File: config.mk
export PLATFORM = sky130hd
export DESIGN_NAME = rmq_div_step
export DESIGN_NICKNAME = d
export VERILOG_FILES = /design/src/rtl/core/rmq_pkg.sv /design/src/rtl/core/rmq_div_step.sv
export SDC_FILE = /design/constraint.sdc
export NUM_CORES = 1
export LEC_CHECK = 0
export ABC_AREA = 1
export BUFFER_PORTS_ARGS = -buffer_cell sky130_fd_sc_hd__buf_2
export CORE_AREA = 2 2 230 232
export CTS_BUF_LIST = sky130_fd_sc_hd__clkbuf_2
export DETAILED_ROUTE_END_ITERATION = 10
export DIE_AREA = 0 0 232 234
export PLACE_DENSITY = 0.56
export SLEW_MARGIN = 5
export SYNTH_ARGS = -nofsm -noshare
export SYNTH_HDL_FRONTEND = slang
export SYNTH_SLANG_ARGS = --single-unit
export TNS_END_PERCENT = 5
File: constraint.sdc
create_clock -name clock -period 2.3 [get_ports clock]
set_input_delay 0.115 -clock clock [delete_from_list [all_inputs] [get_ports clock]]
set_output_delay 0.115 -clock clock [all_outputs]
set_load 0.05 [all_outputs]
File: src/rtl/core/rmq_pkg.sv
// rmq_pkg: shared widths, constants and pipeline bus types for the
// rotation matrix to quaternion block; depends on nothing else
package rmq_pkg;

   localparam int WORD_BITS = 16;
   localparam int FRAC_BITS = 14;
   localparam int LANES     = 4;

   // signed width that holds t and every off-diagonal sum exactly
   localparam int TW  = ((FRAC_BITS + 1 > WORD_BITS) ? FRAC_BITS + 1 : WORD_BITS) + 2;
   localparam int MW  = TW;                     // magnitude width
   localparam int SQW = 2 * MW;                 // squared magnitude
   localparam int DW  = SQW + FRAC_BITS;        // dividend width
   localparam int QW  = 2 * WORD_BITS;          // quotient bits kept
   localparam int SRW = WORD_BITS + 4;          // root remainder width

   localparam logic signed [TW-1:0] ONE_T = TW'(1) << FRAC_BITS;
   localparam logic [WORD_BITS-1:0] POS_MAX = {1'b0, {(WORD_BITS-1){1'b1}}};
   localparam logic [WORD_BITS-1:0] NEG_MIN = {1'b1, {(WORD_BITS-1){1'b0}}};

   typedef logic signed [WORD_BITS-1:0] word_type;

   typedef struct packed {
      logic          neg;
      logic          ovf;
      logic [MW-1:0] rem;
      logic [QW-1:0] acc;
   } div_lane_type;

   typedef struct packed {
      logic                     bad;
      logic [MW-1:0]            t;
      div_lane_type [LANES-1:0] lane;
   } div_bus_type;

   typedef struct packed {
      logic                 neg;
      logic                 ovf;
      logic [SRW-1:0]       rem;
      logic [WORD_BITS-1:0] root;
      logic [QW-1:0]        rad;
   } sqrt_lane_type;

   typedef struct packed {
      logic                      bad;
      sqrt_lane_type [LANES-1:0] lane;
   } sqrt_bus_type;

endpackage

File: src/rtl/core/rmq_div_step.sv
// rmq_div_step: one restoring division step for all four lanes, registered;
// depends on rmq_pkg
module rmq_div_step (
   input  logic                 clock,
   input  logic                 reset,
   input  logic                 en,
   input  logic                 in_valid,
   input  rmq_pkg::div_bus_type in_bus,
   output logic                 out_valid,
   output rmq_pkg::div_bus_type out_bus
);
   import rmq_pkg::*;

   div_bus_type bus_in, bus_ff;
   logic        v_ff;

   always_comb begin
      logic [MW:0] r2;
      logic [MW:0] tx;
      bus_in = in_bus;
      tx     = {1'b0, in_bus.t};
      for (int i = 0; i < LANES; i++) begin
         r2 = {in_bus.lane[i].rem, in_bus.lane[i].acc[QW-1]};
         if (r2 >= tx) begin
            bus_in.lane[i].rem = MW'(r2 - tx);
            bus_in.lane[i].acc = {in_bus.lane[i].acc[QW-2:0], 1'b1};
         end else begin
            bus_in.lane[i].rem = r2[MW-1:0];
            bus_in.lane[i].acc = {in_bus.lane[i].acc[QW-2:0], 1'b0};
         end
      end
   end

   always_ff @(posedge clock) begin
      if (reset) begin
         v_ff <= 1'b0;
      end else if (en) begin
         v_ff <= in_valid;
      end
   end

   always_ff @(posedge clock) begin
      if (en) begin
         bus_ff <= bus_in;
      end
   end

   assign out_valid = v_ff;
   assign out_bus   = bus_ff;

endmodule

== Yosys cells after proc, flatten, opt, wreduce, memory -nomap -nowiden ==
Index checks and enable logic that the tools add are counted.

* Reductions and logical operators: 0
* Add/subtract/negate cells: 4
* Order comparisons: 4
* Equality and inequality tests: 0
* Shifts and indexed selects: 0
* Multiply operators: 0
* Bitwise gates (word level): 0
* Multiplexer cells: 4
* Div/mod/pow operators: 0

{| class="wikitable"
|+ Operator list
! kind !! count
|-
| $mux 50 || 4
|-
| $ge 19x18->1 || 4
|-
| $sub 18x18->18 || 4
|}

* Word-level logic and storage cells: 31
* RAM bits: 0
* Bits of input ports: 231
* Output and inout bits: 228
* Register bits after elaboration: 228
* Memories kept: 0
* Latch bits: 0
* ROM bits: 0

== Longest topological paths before layout ==
Gate-level depths: netlist of the first run.

* Depth after elaboration: 2
* Depth in mapped cells: 14

== Worst setup path after synthesis of the first run ==
Ideal clock, no wire load.

* Path kind: input -> register
* From: input in_bus[209] in the netlist's numbering
* To: register bus_ff (netlist bit out_bus[101]) (data pin)
* Stages on the path: 10
* Setup time: 0.252 ns
* Setup slack: 0.532 ns
* Path buffers: 1
* Arrival time: 1.516 ns
* Cells stage by stage: inv_1 -> ha_1 -> nand2_1 -> nor2_2 -> nor2_4 -> nand3b_4 -> nand4_4 -> buf_12 -> nand3_4 -> nand2_2

{| class="wikitable"
|+ RTL lines
! item !! line !! source
|-
| from (decl) || rmq_div_step.sv:8 || <nowiki>input rmq_pkg::div_bus_type in_bus,</nowiki>
|-
| to (signal assigned) || rmq_div_step.sv:44 || <nowiki>bus_ff <= bus_in;</nowiki>
|-
| to (decl) || rmq_div_step.sv:14 || <nowiki>div_bus_type bus_in, bus_ff;</nowiki>
|}

==> results of run 1 <==
==> per-stage QoR <==
stage | total power, mW | utilization
after floorplan | 8.105 | -
after global placement | 9.450 | 0.3144
after detailed placement | 9.470 | 0.3144
after CTS | 13.72 | 0.4186
after global routing | 14.37 | 0.4227
final | 13.60 | 0.4227
==> sequential cells by signal, summed over array words and instances (netlist names) <==
signal	cells
out_bus	227
out_valid	1
==> final cells by class <==
| type | instances | area share |
|---|---|---|
| Tap cell | 688 | 0.03914 |
| Multi-Input combinational cell | 921 | 0.2406 |
| Clock inverter | 36 | 0.01036 |
| Clock buffer | 88 | 0.02003 |
| Inverter | 171 | 0.03004 |
| Sequential cell | 228 | 0.3109 |
| Timing Repair Buffer | 985 | 0.3481 |
| Antenna cell | 7 | 0.0007965 |
==> per-layer routing <==
| metal | vias up | global-route usage | part of all wire |
|---|---|---|---|
| li1 | 6578 | - | - |
| met1 | 6328 | 0.2266 | 0.39 |
| met2 | 497 | 0.3664 | 0.50 |
| met3 | 111 | 0.05289 | 0.069 |
| met4 | 8 | 0.1112 | 0.046 |
| met5 | - | 0 | 0.0010 |
==> cell families (layout without fill, tap and decap cells) <==
logic type / after synthesis / after routing
flip-flops: 228 / 228
AND/OR/NAND/NOR: 743 / 743
buffers and inverters: 183 / 1280
multiplexers: 1 / 1
other: 0 / 7
adder cells (fa/ha/maj): 76 / 76
XOR/XNOR: 32 / 32
AO/OA/AOI/OAI: 69 / 69
==> cell usage after synthesis, drive strengths merged <==
library cell	count	share of area
nor3	13	0.0051
o21ai	24	0.014
and2	3	0.0015
buf	12	0.011
nor4	2	0.00098
or2	6	0.0029
fa	4	0.0063
nand2	461	0.14
nand4	9	0.0072
nand3	121	0.056
nor2	97	0.033
dfxtp	1	0.0016
ha	72	0.070
mux2i	1	0.00078
xor2	31	0.021
inv	171	0.050
a21oi	41	0.020
xnor2	1	0.00068
o21bai	4	0.0023
nand3b	31	0.020
edfxtp	227	0.53
==> repair_timing <==
item	in CTS	in global routing
endpoints found under the setup margin	0	30
hold buffers	475	2
endpoints found under the hold margin	455	2
resized for setup	0	29
setup buffers	0	5
==> final timing paths <==
path,end,from,depth (start not counted)
worst min-delay path,out_bus[33],in_bus[32],5
worst min register to register,out_valid,out_valid,3
worst max register to register,out_valid,out_valid,3
worst max-delay path,out_bus[136],in_bus[214],16
==> critical path, stage by stage <==
cell and delay (ns):
dlygate4sd3_1 0.53, buf_2 0.13, inv_1 0.29, ha_1 0.38, nand2_2 0.13, inv_1 0.04, nand2_1 0.05, nand2_1 0.07
nand2_1 0.06, nand2_1 0.05, nand2_1 0.10, nand4_4 0.10, buf_4 0.21, nand2_1 0.09, o21ai_2 0.05, dlygate4sd3_1 0.57
==> power groups by stage <==
| stage | Clock [mW] | Sequential (mW) | Combinational (mW) |
|---|---|---|---|
| after floorplan | 0 | 6.78 | 1.33 |
| after detailed placement | 0 | 5.33 | 4.14 |
| after CTS | 3.63 | 5.24 | 4.86 |
| after global routing | 3.84 | 5.27 | 5.25 |
| after global placement | 0 | 5.33 | 4.12 |
| final | 3.46 | 5.24 | 4.90 |
==> flow_metrics.py, run 1 <==
metrics = {
    "run_status": {
        "status": "finished, violations left",
        "violations": "setup timing",
    },
    "routing": {
        "wl_mm": 57.75,
        "postRouteAntennaNets": 0,
        "dr.first_iter.drc_count": 610,
        "routedWlPerCell_um": 18.49,
        "vias": 13520,
        "drc": 0,
        "avgViaCountPerCell": 4.328,
        "dr.pass1.iters": 5,
    },
    "floorplanning": {
        "fp.dieH_um": 234,
        "chipWidth_um": 232,
        "rows": 84,
        "coreArea_um2": 52020,
        "die_area_um2": 54290,
        "start_util": 0.2459,
        "ios": 459,
    },
    "sta": {
        "holdWs_ns": 0.1455,
        "fin_tns_setup_ns": -0.03179,
        "setup_ws_ns": -0.01928,
        "timing_hold_violations_final": 0,
        "min_period_ns": 2.319,
        "rsz0062_at_grt": "true",
        "finalSetupViolCount": 2,
        "period_share": 1.008,
        "clock_skew_ns": 0,
        "tightest_slew_ns": 0.8690,
        "max_freq_mhz": 431.2,
        "max_slew_margin": 0.4207,
        "slew_viol_final": 0,
    },
    "power_and_ir_drop": {
        "p_per_area_nw_per_um2": 618.3,
        "p_leak_nw": 10.37,
        "internal_power_mw": 8.118,
        "ir_drop_v": 0.0003155,
        "switching_share": 0.4030,
        "clkPwrFrac": 0.255,
        "combPwrFrac": 0.360,
        "power_frac_seq": 0.385,
        "p_switching_mw": 5.480,
    },
    "setup_path": {
        "path_class": "input pin to flop",
        "end_kind": "flop",
        "crit_fanout": 11,
        "r2r_slack_ns": 1.13,
        "crit_required_ns": 2.97,
        "worstPathArrival_ns": 2.98,
        "start_kind": "input pin",
    },
    "logic_synthesis": {
        "yosys_register_bits": 228,
        "synth_top_family_by_area": "simple AND/OR/NAND/NOR gates",
        "ys_warn_count": 0,
        "ys_seq_area_frac": 0.5343,
        "ys_types": 38,
        "syn_nets": 1639,
        "synth_compound_area_frac": 0.03628,
        "yosys.area_share.adder": 0.07667,
        "synth_xor_area_frac": 0.02190,
        "netlist_area_um2": 12790,
        "synth_mux_area_frac": 0.0007823,
        "synth-simple-area-share": 0.2684,
        "synth.avg_cell_area_um2": 9.606,
        "syn_inst": 1332,
    },
    "place": {
        "dpl.hpwl_mm": 40.56,
        "dpl-instance-area_um2": 16360,
        "place.gp.congestion": 0.8846,
        "dp_cells": 2512,
        "io_buffers": 458,
        "pre_cts_slack_ns": -0.1797,
    },
    "cts": {
        "clk_latency_ns": 0.95,
        "cts_buffers": 70,
        "cts_buffer_depth": 3,
        "clk_pin_slew_worst_paths_ns": 0.10,
        "clock_sink_count": 228,
        "htreeDepth": 3,
        "ctsRootBufferMaster": "clkbuf_2",
        "cts_tree": "done",
    },
    "global_routing": {
        "grt_max_degree": 65,
        "grt-ovfl-total": 0,
        "antenna_found_initial": 11,
        "grt_pass1_wl_mm": 82.43,
        "grtUsageTotal": 0.2067,
        "grt_pass1_vias": 13940,
    },
    "final_layout": {
        "syn2layout_area_growth_pct": 71.88,
        "final_cell_mix": "476 x dlygate4sd3_1, 456 x buf_2, 431 x nand2_1, 227 x edfxtp_1, 156 x inv_1",
        "fillers": 5022,
        "instances_no_fill": 3124,
        "fin_area_um2": 21990,
        "fin_nets": 2684,
        "layout_commonest_cell": "dlygate4sd3_1",
        "multi_input_area_um2": 5291,
        "seq_area_um2": 6837,
        "drive_above_1_share": 0.3063,
    },
    "min_path": {
        "hold_class": "input pin to flop",
    },
    "flow_run": {
        "maxCapViolations": 0,
    },
}
No activity file was read; power rests on OpenSTA's default activity.
==> run 2, diff against run 1 <==
ABC_AREA = not set   (was 1)
CORE_AREA = 2 2 218 220   (was 2 2 230 232)
DIE_AREA = 0 0 220 222   (was 0 0 232 234)
==> flow_metrics.py, run 2 <==
metrics = {
    "sta": {
        "holdWs_ns": 0.1432,
        "rsz0062_at_grt": "true",
        "max_slew_margin": 0.6061,
        "tightest_slew_ns": 0.5909,
        "period_share": 1.014,
        "max_freq_mhz": 428.6,
        "clock_skew_ns": 0,
        "finalSetupViolCount": 6,
        "min_period_ns": 2.333,
        "timing_hold_violations_final": 0,
        "setup_ws_ns": -0.03318,
        "fin_tns_setup_ns": -0.09338,
        "slew_viol_final": 0,
    },
    "final_layout": {
        "largest_register_ffs": 227,
        "layout_commonest_cell": "buf_2",
        "syn2layout_area_growth_pct": 86.35,
        "fin_nets": 2358,
        "multi_input_area_um2": 4547,
        "post-route-util": 0.4639,
        "instances_no_fill": 2710,
        "final_cell_mix": "457 x buf_2, 447 x dlygate4sd3_1, 227 x edfxtp_1, 211 x buf_4, 89 x clkbuf_2",
        "fin_area_um2": 21460,
        "fillers": 4199,
        "drive_above_1_share": 0.4061,
        "seq_area_um2": 6837,
    },
    "logic_synthesis": {
        "synth_top_cell_by_area": "edfxtp_1",
        "yosys_register_bits": 228,
        "synth_area_leaders": "edfxtp_1 59%, ha_1 7.8%, mux2_2 3.0%",
        "synth.avg_cell_area_um2": 13.16,
        "synth_ff_type": "edfxtp_1",
        "netlist_area_um2": 11520,
        "synth-async-reset-ratio": 0,
        "ys_warn_count": 0,
        "synth_commonest_cells": "227 x edfxtp_1, 72 x ha_1, 68 x a21oi_1",
        "yosysMostFrequentCell": "edfxtp_1",
        "ys_types": 63,
        "syn_inst": 875,
        "synth.top_cell.area_share": 0.5919,
        "synth_edf_count": 227,
        "ys_seq_area_frac": 0.5937,
        "syn_nets": 1182,
    },
    "run_status": {
        "status": "finished, violations left",
        "violations": "setup timing",
    },
    "floorplanning": {
        "die_area_um2": 48840,
        "fp.dieH_um": 222,
        "coreArea_um2": 46260,
        "start_util": 0.2489,
        "ios": 459,
        "chipWidth_um": 220,
        "rows": 79,
    },
    "setup_path": {
        "rr_worst_depth": 3,
        "r2r_start": "out_valid",
        "r2r-end": "out_valid",
        "crit_fanout": 4,
        "r2r_slack_ns": 1.15,
        "start_kind": "input pin",
        "crit_required_ns": 2.97,
        "path_class": "input pin to flop",
        "end_kind": "flop",
        "worstPathArrival_ns": 3.00,
    },
    "place": {
        "dpl-instance-area_um2": 16250,
        "pre_cts_slack_ns": -0.5124,
        "dpl.hpwl_mm": 36.99,
        "place.gp.congestion": 0.8897,
        "io_buffers": 458,
        "dp_cells": 2140,
    },
    "global_routing": {
        "grt-ovfl-total": 0,
        "grt_max_degree": 71,
        "antenna_found_initial": 7,
        "grt_pass1_vias": 12940,
        "grtUsageTotal": 0.2075,
        "grt_pass1_wl_mm": 75.57,
    },
    "power_and_ir_drop": {
        "p_leak_nw": 9.558,
        "combPwrFrac": 0.379,
        "switching_share": 0.3892,
        "power.total_mw": 13.40,
        "ir_drop_v": 0.0003795,
        "p_switching_mw": 5.213,
        "internal_power_mw": 8.183,
        "clkPwrFrac": 0.229,
        "power_frac_seq": 0.392,
        "p_per_area_nw_per_um2": 624.2,
    },
    "routing": {
        "vias": 12080,
        "dr.first_iter.drc_count": 542,
        "postRouteAntennaNets": 0,
        "avgViaCountPerCell": 4.459,
        "dr.pass1.iters": 5,
        "wl_mm": 52.12,
        "routedWlPerCell_um": 19.23,
        "drc": 0,
    },
    "cts": {
        "clock_sink_count": 228,
        "htreeDepth": 3,
        "ctsRootBufferMaster": "clkbuf_2",
        "cts_buffers": 68,
        "cts_tree": "done",
        "clk_latency_ns": 0.92,
        "cts_buffer_depth": 3,
        "post_cts_buffers": 0,
        "clk_pin_slew_worst_paths_ns": 0.09,
    },
    "flow_run": {
        "maxCapViolations": 0,
    },
    "min_path": {
        "holdPathStages": 5,
        "hold_class": "input pin to flop",
        "hold_start": "in_bus[33]",
        "hold-path-endpoint": "out_bus[34]",
    },
}
==> run 2: cell count changes in the layout (fill, tap and decap cells not counted), sizes merged, moves of 24 or more <==
cell         before  now
a21oi            41   71
buf             509  677
dlygate4sd3     476  447
a21o              0   24
xnor2             1   31
nand2           461   56
inv             168   44
mux2              0   54
nand3b           31    1
nand3           121   15
nor2             97   50
==> run 2: cell type report <==
| type | instances | share of cell area |
|---|---|---|
| Antenna cell | 5 | 0.0005830 |
| Clock buffer | 89 | 0.02076 |
| Clock inverter | 28 | 0.006238 |
| Inverter | 45 | 0.008396 |
| Multi-Input combinational cell | 583 | 0.2119 |
| Sequential cell | 228 | 0.3186 |
| Tap cell | 607 | 0.03539 |
| Timing Repair Buffer | 1125 | 0.3982 |
==> run 2: what timing repair did <==
action,4_1_cts,5_1_grt
endpoints found under the hold margin,455,0
hold buffers,447,0
setup endpoints to repair,0,38
resized for setup,0,25
==> run 2: worst max-delay path: stages <==
cell and delay [ns]:
dlygate4sd3_1 0.53, buf_2 0.14, clkinvlp_4 0.24, ha_1 0.41, buf_4 0.17, a211o_1 0.30, o221ai_2 0.19, a21oi_2 0.10
a21oi_2 0.21, o211ai_4 0.11, buf_4 0.17, mux2_1 0.31
==> run 2: power by group through the flow <==
stage                     Combinational, mW  Clock (mW)  Sequential, mW
after floorplan                        1.21           0            6.85
after global placement                 4.38           0            5.33
after detailed placement               4.40           0            5.33
after CTS                              5.03        3.21            5.25
after global routing                   5.39        3.45            5.28
final                                  5.08        3.07            5.25
==> run 2: worst max path at each step <==
stage                               to   startpoint  cells after the start  slack, ns
after floorplan           out_bus[145]  in_bus[220]                     11      -0.13
after global placement     out_bus[39]  in_bus[219]                     11      -0.51
after detailed placement   out_bus[39]  in_bus[219]                     11      -0.51
after CTS                  out_bus[39]  in_bus[222]                     13        0.1
after global routing       out_bus[95]  in_bus[220]                     14      -0.02
final                     out_bus[202]  in_bus[213]                     12      -0.03
==> run 2: per-layer routing <==
metal / vias to the layer above / GRT usage / part of all wire
li1: 5742 / - / -
met2: 441 / 0.3715 / 0.50
met3: 116 / 0.05391 / 0.067
met4: 4 / 0.1102 / 0.050
met1: 5780 / 0.2212 / 0.38
met5: - / 0 / 0.00058
==> run 2: logic make-up after synthesis <==
group                    synth area share
XOR/XNOR                          0.03803
AND/OR/NAND/NOR                   0.07562
flip-flops                         0.5937
buffers and inverters             0.02369
multiplexers                      0.06150
AO/OA/AOI/OAI                      0.1223
adder cells (fa/ha/maj)           0.08518
==> run 3, diff against run 2 <==
RECOVER_POWER = 50   (was not set)
==> flow_metrics.py, run 3 (synthesis gave the netlist of run 2 again) <==
metrics = {
    "final_layout": {
        "drive_above_1_share": 0.4023,
        "layout_commonest_cell": "buf_2",
        "largest_register_ffs": 227,
        "fin_nets": 2358,
        "final_cell_mix": "449 x buf_2, 447 x dlygate4sd3_1, 227 x edfxtp_1, 211 x buf_4, 89 x clkbuf_2",
        "syn2layout_area_growth_pct": 86.27,
        "instances_no_fill": 2710,
    },
    "sta": {
        "holdWs_ns": 0.1434,
        "tightest_slew_ns": 0.5907,
        "slew_viol_final": 0,
        "timing_hold_violations_final": 0,
        "rsz0062_at_grt": "true",
        "max_freq_mhz": 429.5,
        "finalSetupViolCount": 5,
        "min_period_ns": 2.328,
        "max_slew_margin": 0.6062,
        "clock_skew_ns": 0,
        "period_share": 1.012,
        "setup_ws_ns": -0.02839,
    },
    "power_and_ir_drop": {
        "p_leak_nw": 9.536,
        "ir_drop_v": 0.0003772,
        "p_per_area_nw_per_um2": 624.1,
        "power.total_mw": 13.39,
    },
    "cts": {
        "cts_tree": "done",
        "clk_latency_ns": 0.92,
        "clock_sink_count": 228,
        "post_cts_buffers": 0,
        "ctsRootBufferMaster": "clkbuf_2",
        "cts_buffers": 68,
        "clk_pin_slew_worst_paths_ns": 0.09,
        "htreeDepth": 3,
        "cts_buffer_depth": 3,
    },
    "routing": {
        "avgViaCountPerCell": 4.458,
        "dr.pass1.iters": 5,
        "dr.first_iter.drc_count": 542,
        "wl_mm": 52.10,
        "postRouteAntennaNets": 0,
        "routedWlPerCell_um": 19.22,
        "vias": 12080,
        "drc": 0,
    },
    "run_status": {
        "status": "finished, violations left",
        "violations": "setup timing",
    },
    "place": {
        "io_buffers": 458,
        "dpl.hpwl_mm": 36.99,
        "place.gp.congestion": 0.8897,
        "dp_cells": 2140,
        "pre_cts_slack_ns": -0.5124,
    },
    "global_routing": {
        "grt_pass1_vias": 12940,
        "grt_pass1_wl_mm": 75.57,
        "antenna_found_initial": 7,
        "grt_max_degree": 71,
        "grtUsageTotal": 0.2075,
        "grt-ovfl-total": 0,
    },
    "setup_path": {
        "crit_chain": "dlygate4sd3_1, buf_2, clkinvlp_4, ha_1, buf_4, a211o_1, o221ai_2, a21oi_2, a21oi_2, o211ai_4, buf_4, mux2_1",
        "path_class": "input pin to flop",
        "worstPathArrival_ns": 3.00,
        "crit_fanout": 4,
        "r2r_slack_ns": 1.15,
        "crit_required_ns": 2.97,
        "crit_buf_inv": 5,
        "cpPeakStageDelay_ns": 0.53,
        "end_kind": "flop",
        "cp_slowest_cell": "dlygate4sd3_1",
        "start_kind": "input pin",
        "crit_family": "buffers and inverters",
    },
    "floorplanning": {
        "fp.dieH_um": 222,
        "coreArea_um2": 46260,
        "start_util": 0.2489,
        "rows": 79,
        "ios": 459,
        "die_area_um2": 48840,
        "chipWidth_um": 220,
    },
    "min_path": {
        "hold_class": "input pin to flop",
    },
    "flow_run": {
        "maxCapViolations": 0,
    },
}
[run 3: changes by cell type in the layout (fill, tap and decap cells not counted), sizes merged]
cell	before	now
buf	677	669
clkbuf	90	98
[run 3: layer usage]
layer | share of wire | wire, um | track usage | vias up
met5 | 0.00058 | 30 | 0 | -
met4 | 0.049 | 2571 | 0.1102 | 4
met3 | 0.068 | 3524 | 0.05391 | 112
met2 | 0.50 | 26170 | 0.3715 | 437
met1 | 0.38 | 19800 | 0.2212 | 5787
li1 | - | - | - | 5741
[run 3: cell type report]
type                            count  area (um^2)
Timing Repair Buffer             1125         8536
Antenna cell                        5        12.51
Tap cell                          607        759.5
Multi-Input combinational cell    583         4547
Clock buffer                       89        445.4
Inverter                           45        180.2
Fill cell                        4205        24810
Clock inverter                     28        133.9
Sequential cell                   228         6837
[run 3: power by group]
part	leakage (nW)	switching, mW	internal, mW	total (mW)
logic	6.88	3.08	2.00	5.08
clock network	0.423	1.98	1.08	3.06
registers	2.23	0.145	5.10	5.25
[run 3: stage by stage]
step | utilization | setup TNS (ns) | area [um^2]
2_1_floorplan | - | -2.702 | 11560
5_1_grt | 0.4637 | -0.1004 | 21450
6_report | 0.4637 | -0.07475 | 21450
3_3_place_gp | 0.3514 | -24.95 | 16250
3_5_place_dp | 0.3514 | -26.47 | 16250
4_1_cts | 0.4606 | 0 | 21310
[run 3: worst paths after layout]
path	from	endpoint	depth (start not counted)
worst max-delay path	in_bus[213]	out_bus[202]	12
worst min-delay path	in_bus[33]	out_bus[34]	5
worst max register to register	out_valid	out_valid	3
worst min register to register	out_valid	out_valid	3
[run 3: timing repair]
item                                   in CTS  in global routing
setup endpoints to repair                   0                 38
resized for setup                           0                 25
hold buffers                              447                  0
endpoints found under the hold margin     455                  0
[run 3: worst register-to-register path, delay by kind of cell (launching register included)]
kind	cells	cell delay (ns)
simple gates	1	0.05
mux	1	0.13
flops	1	0.32
buf+inv	1	0.54
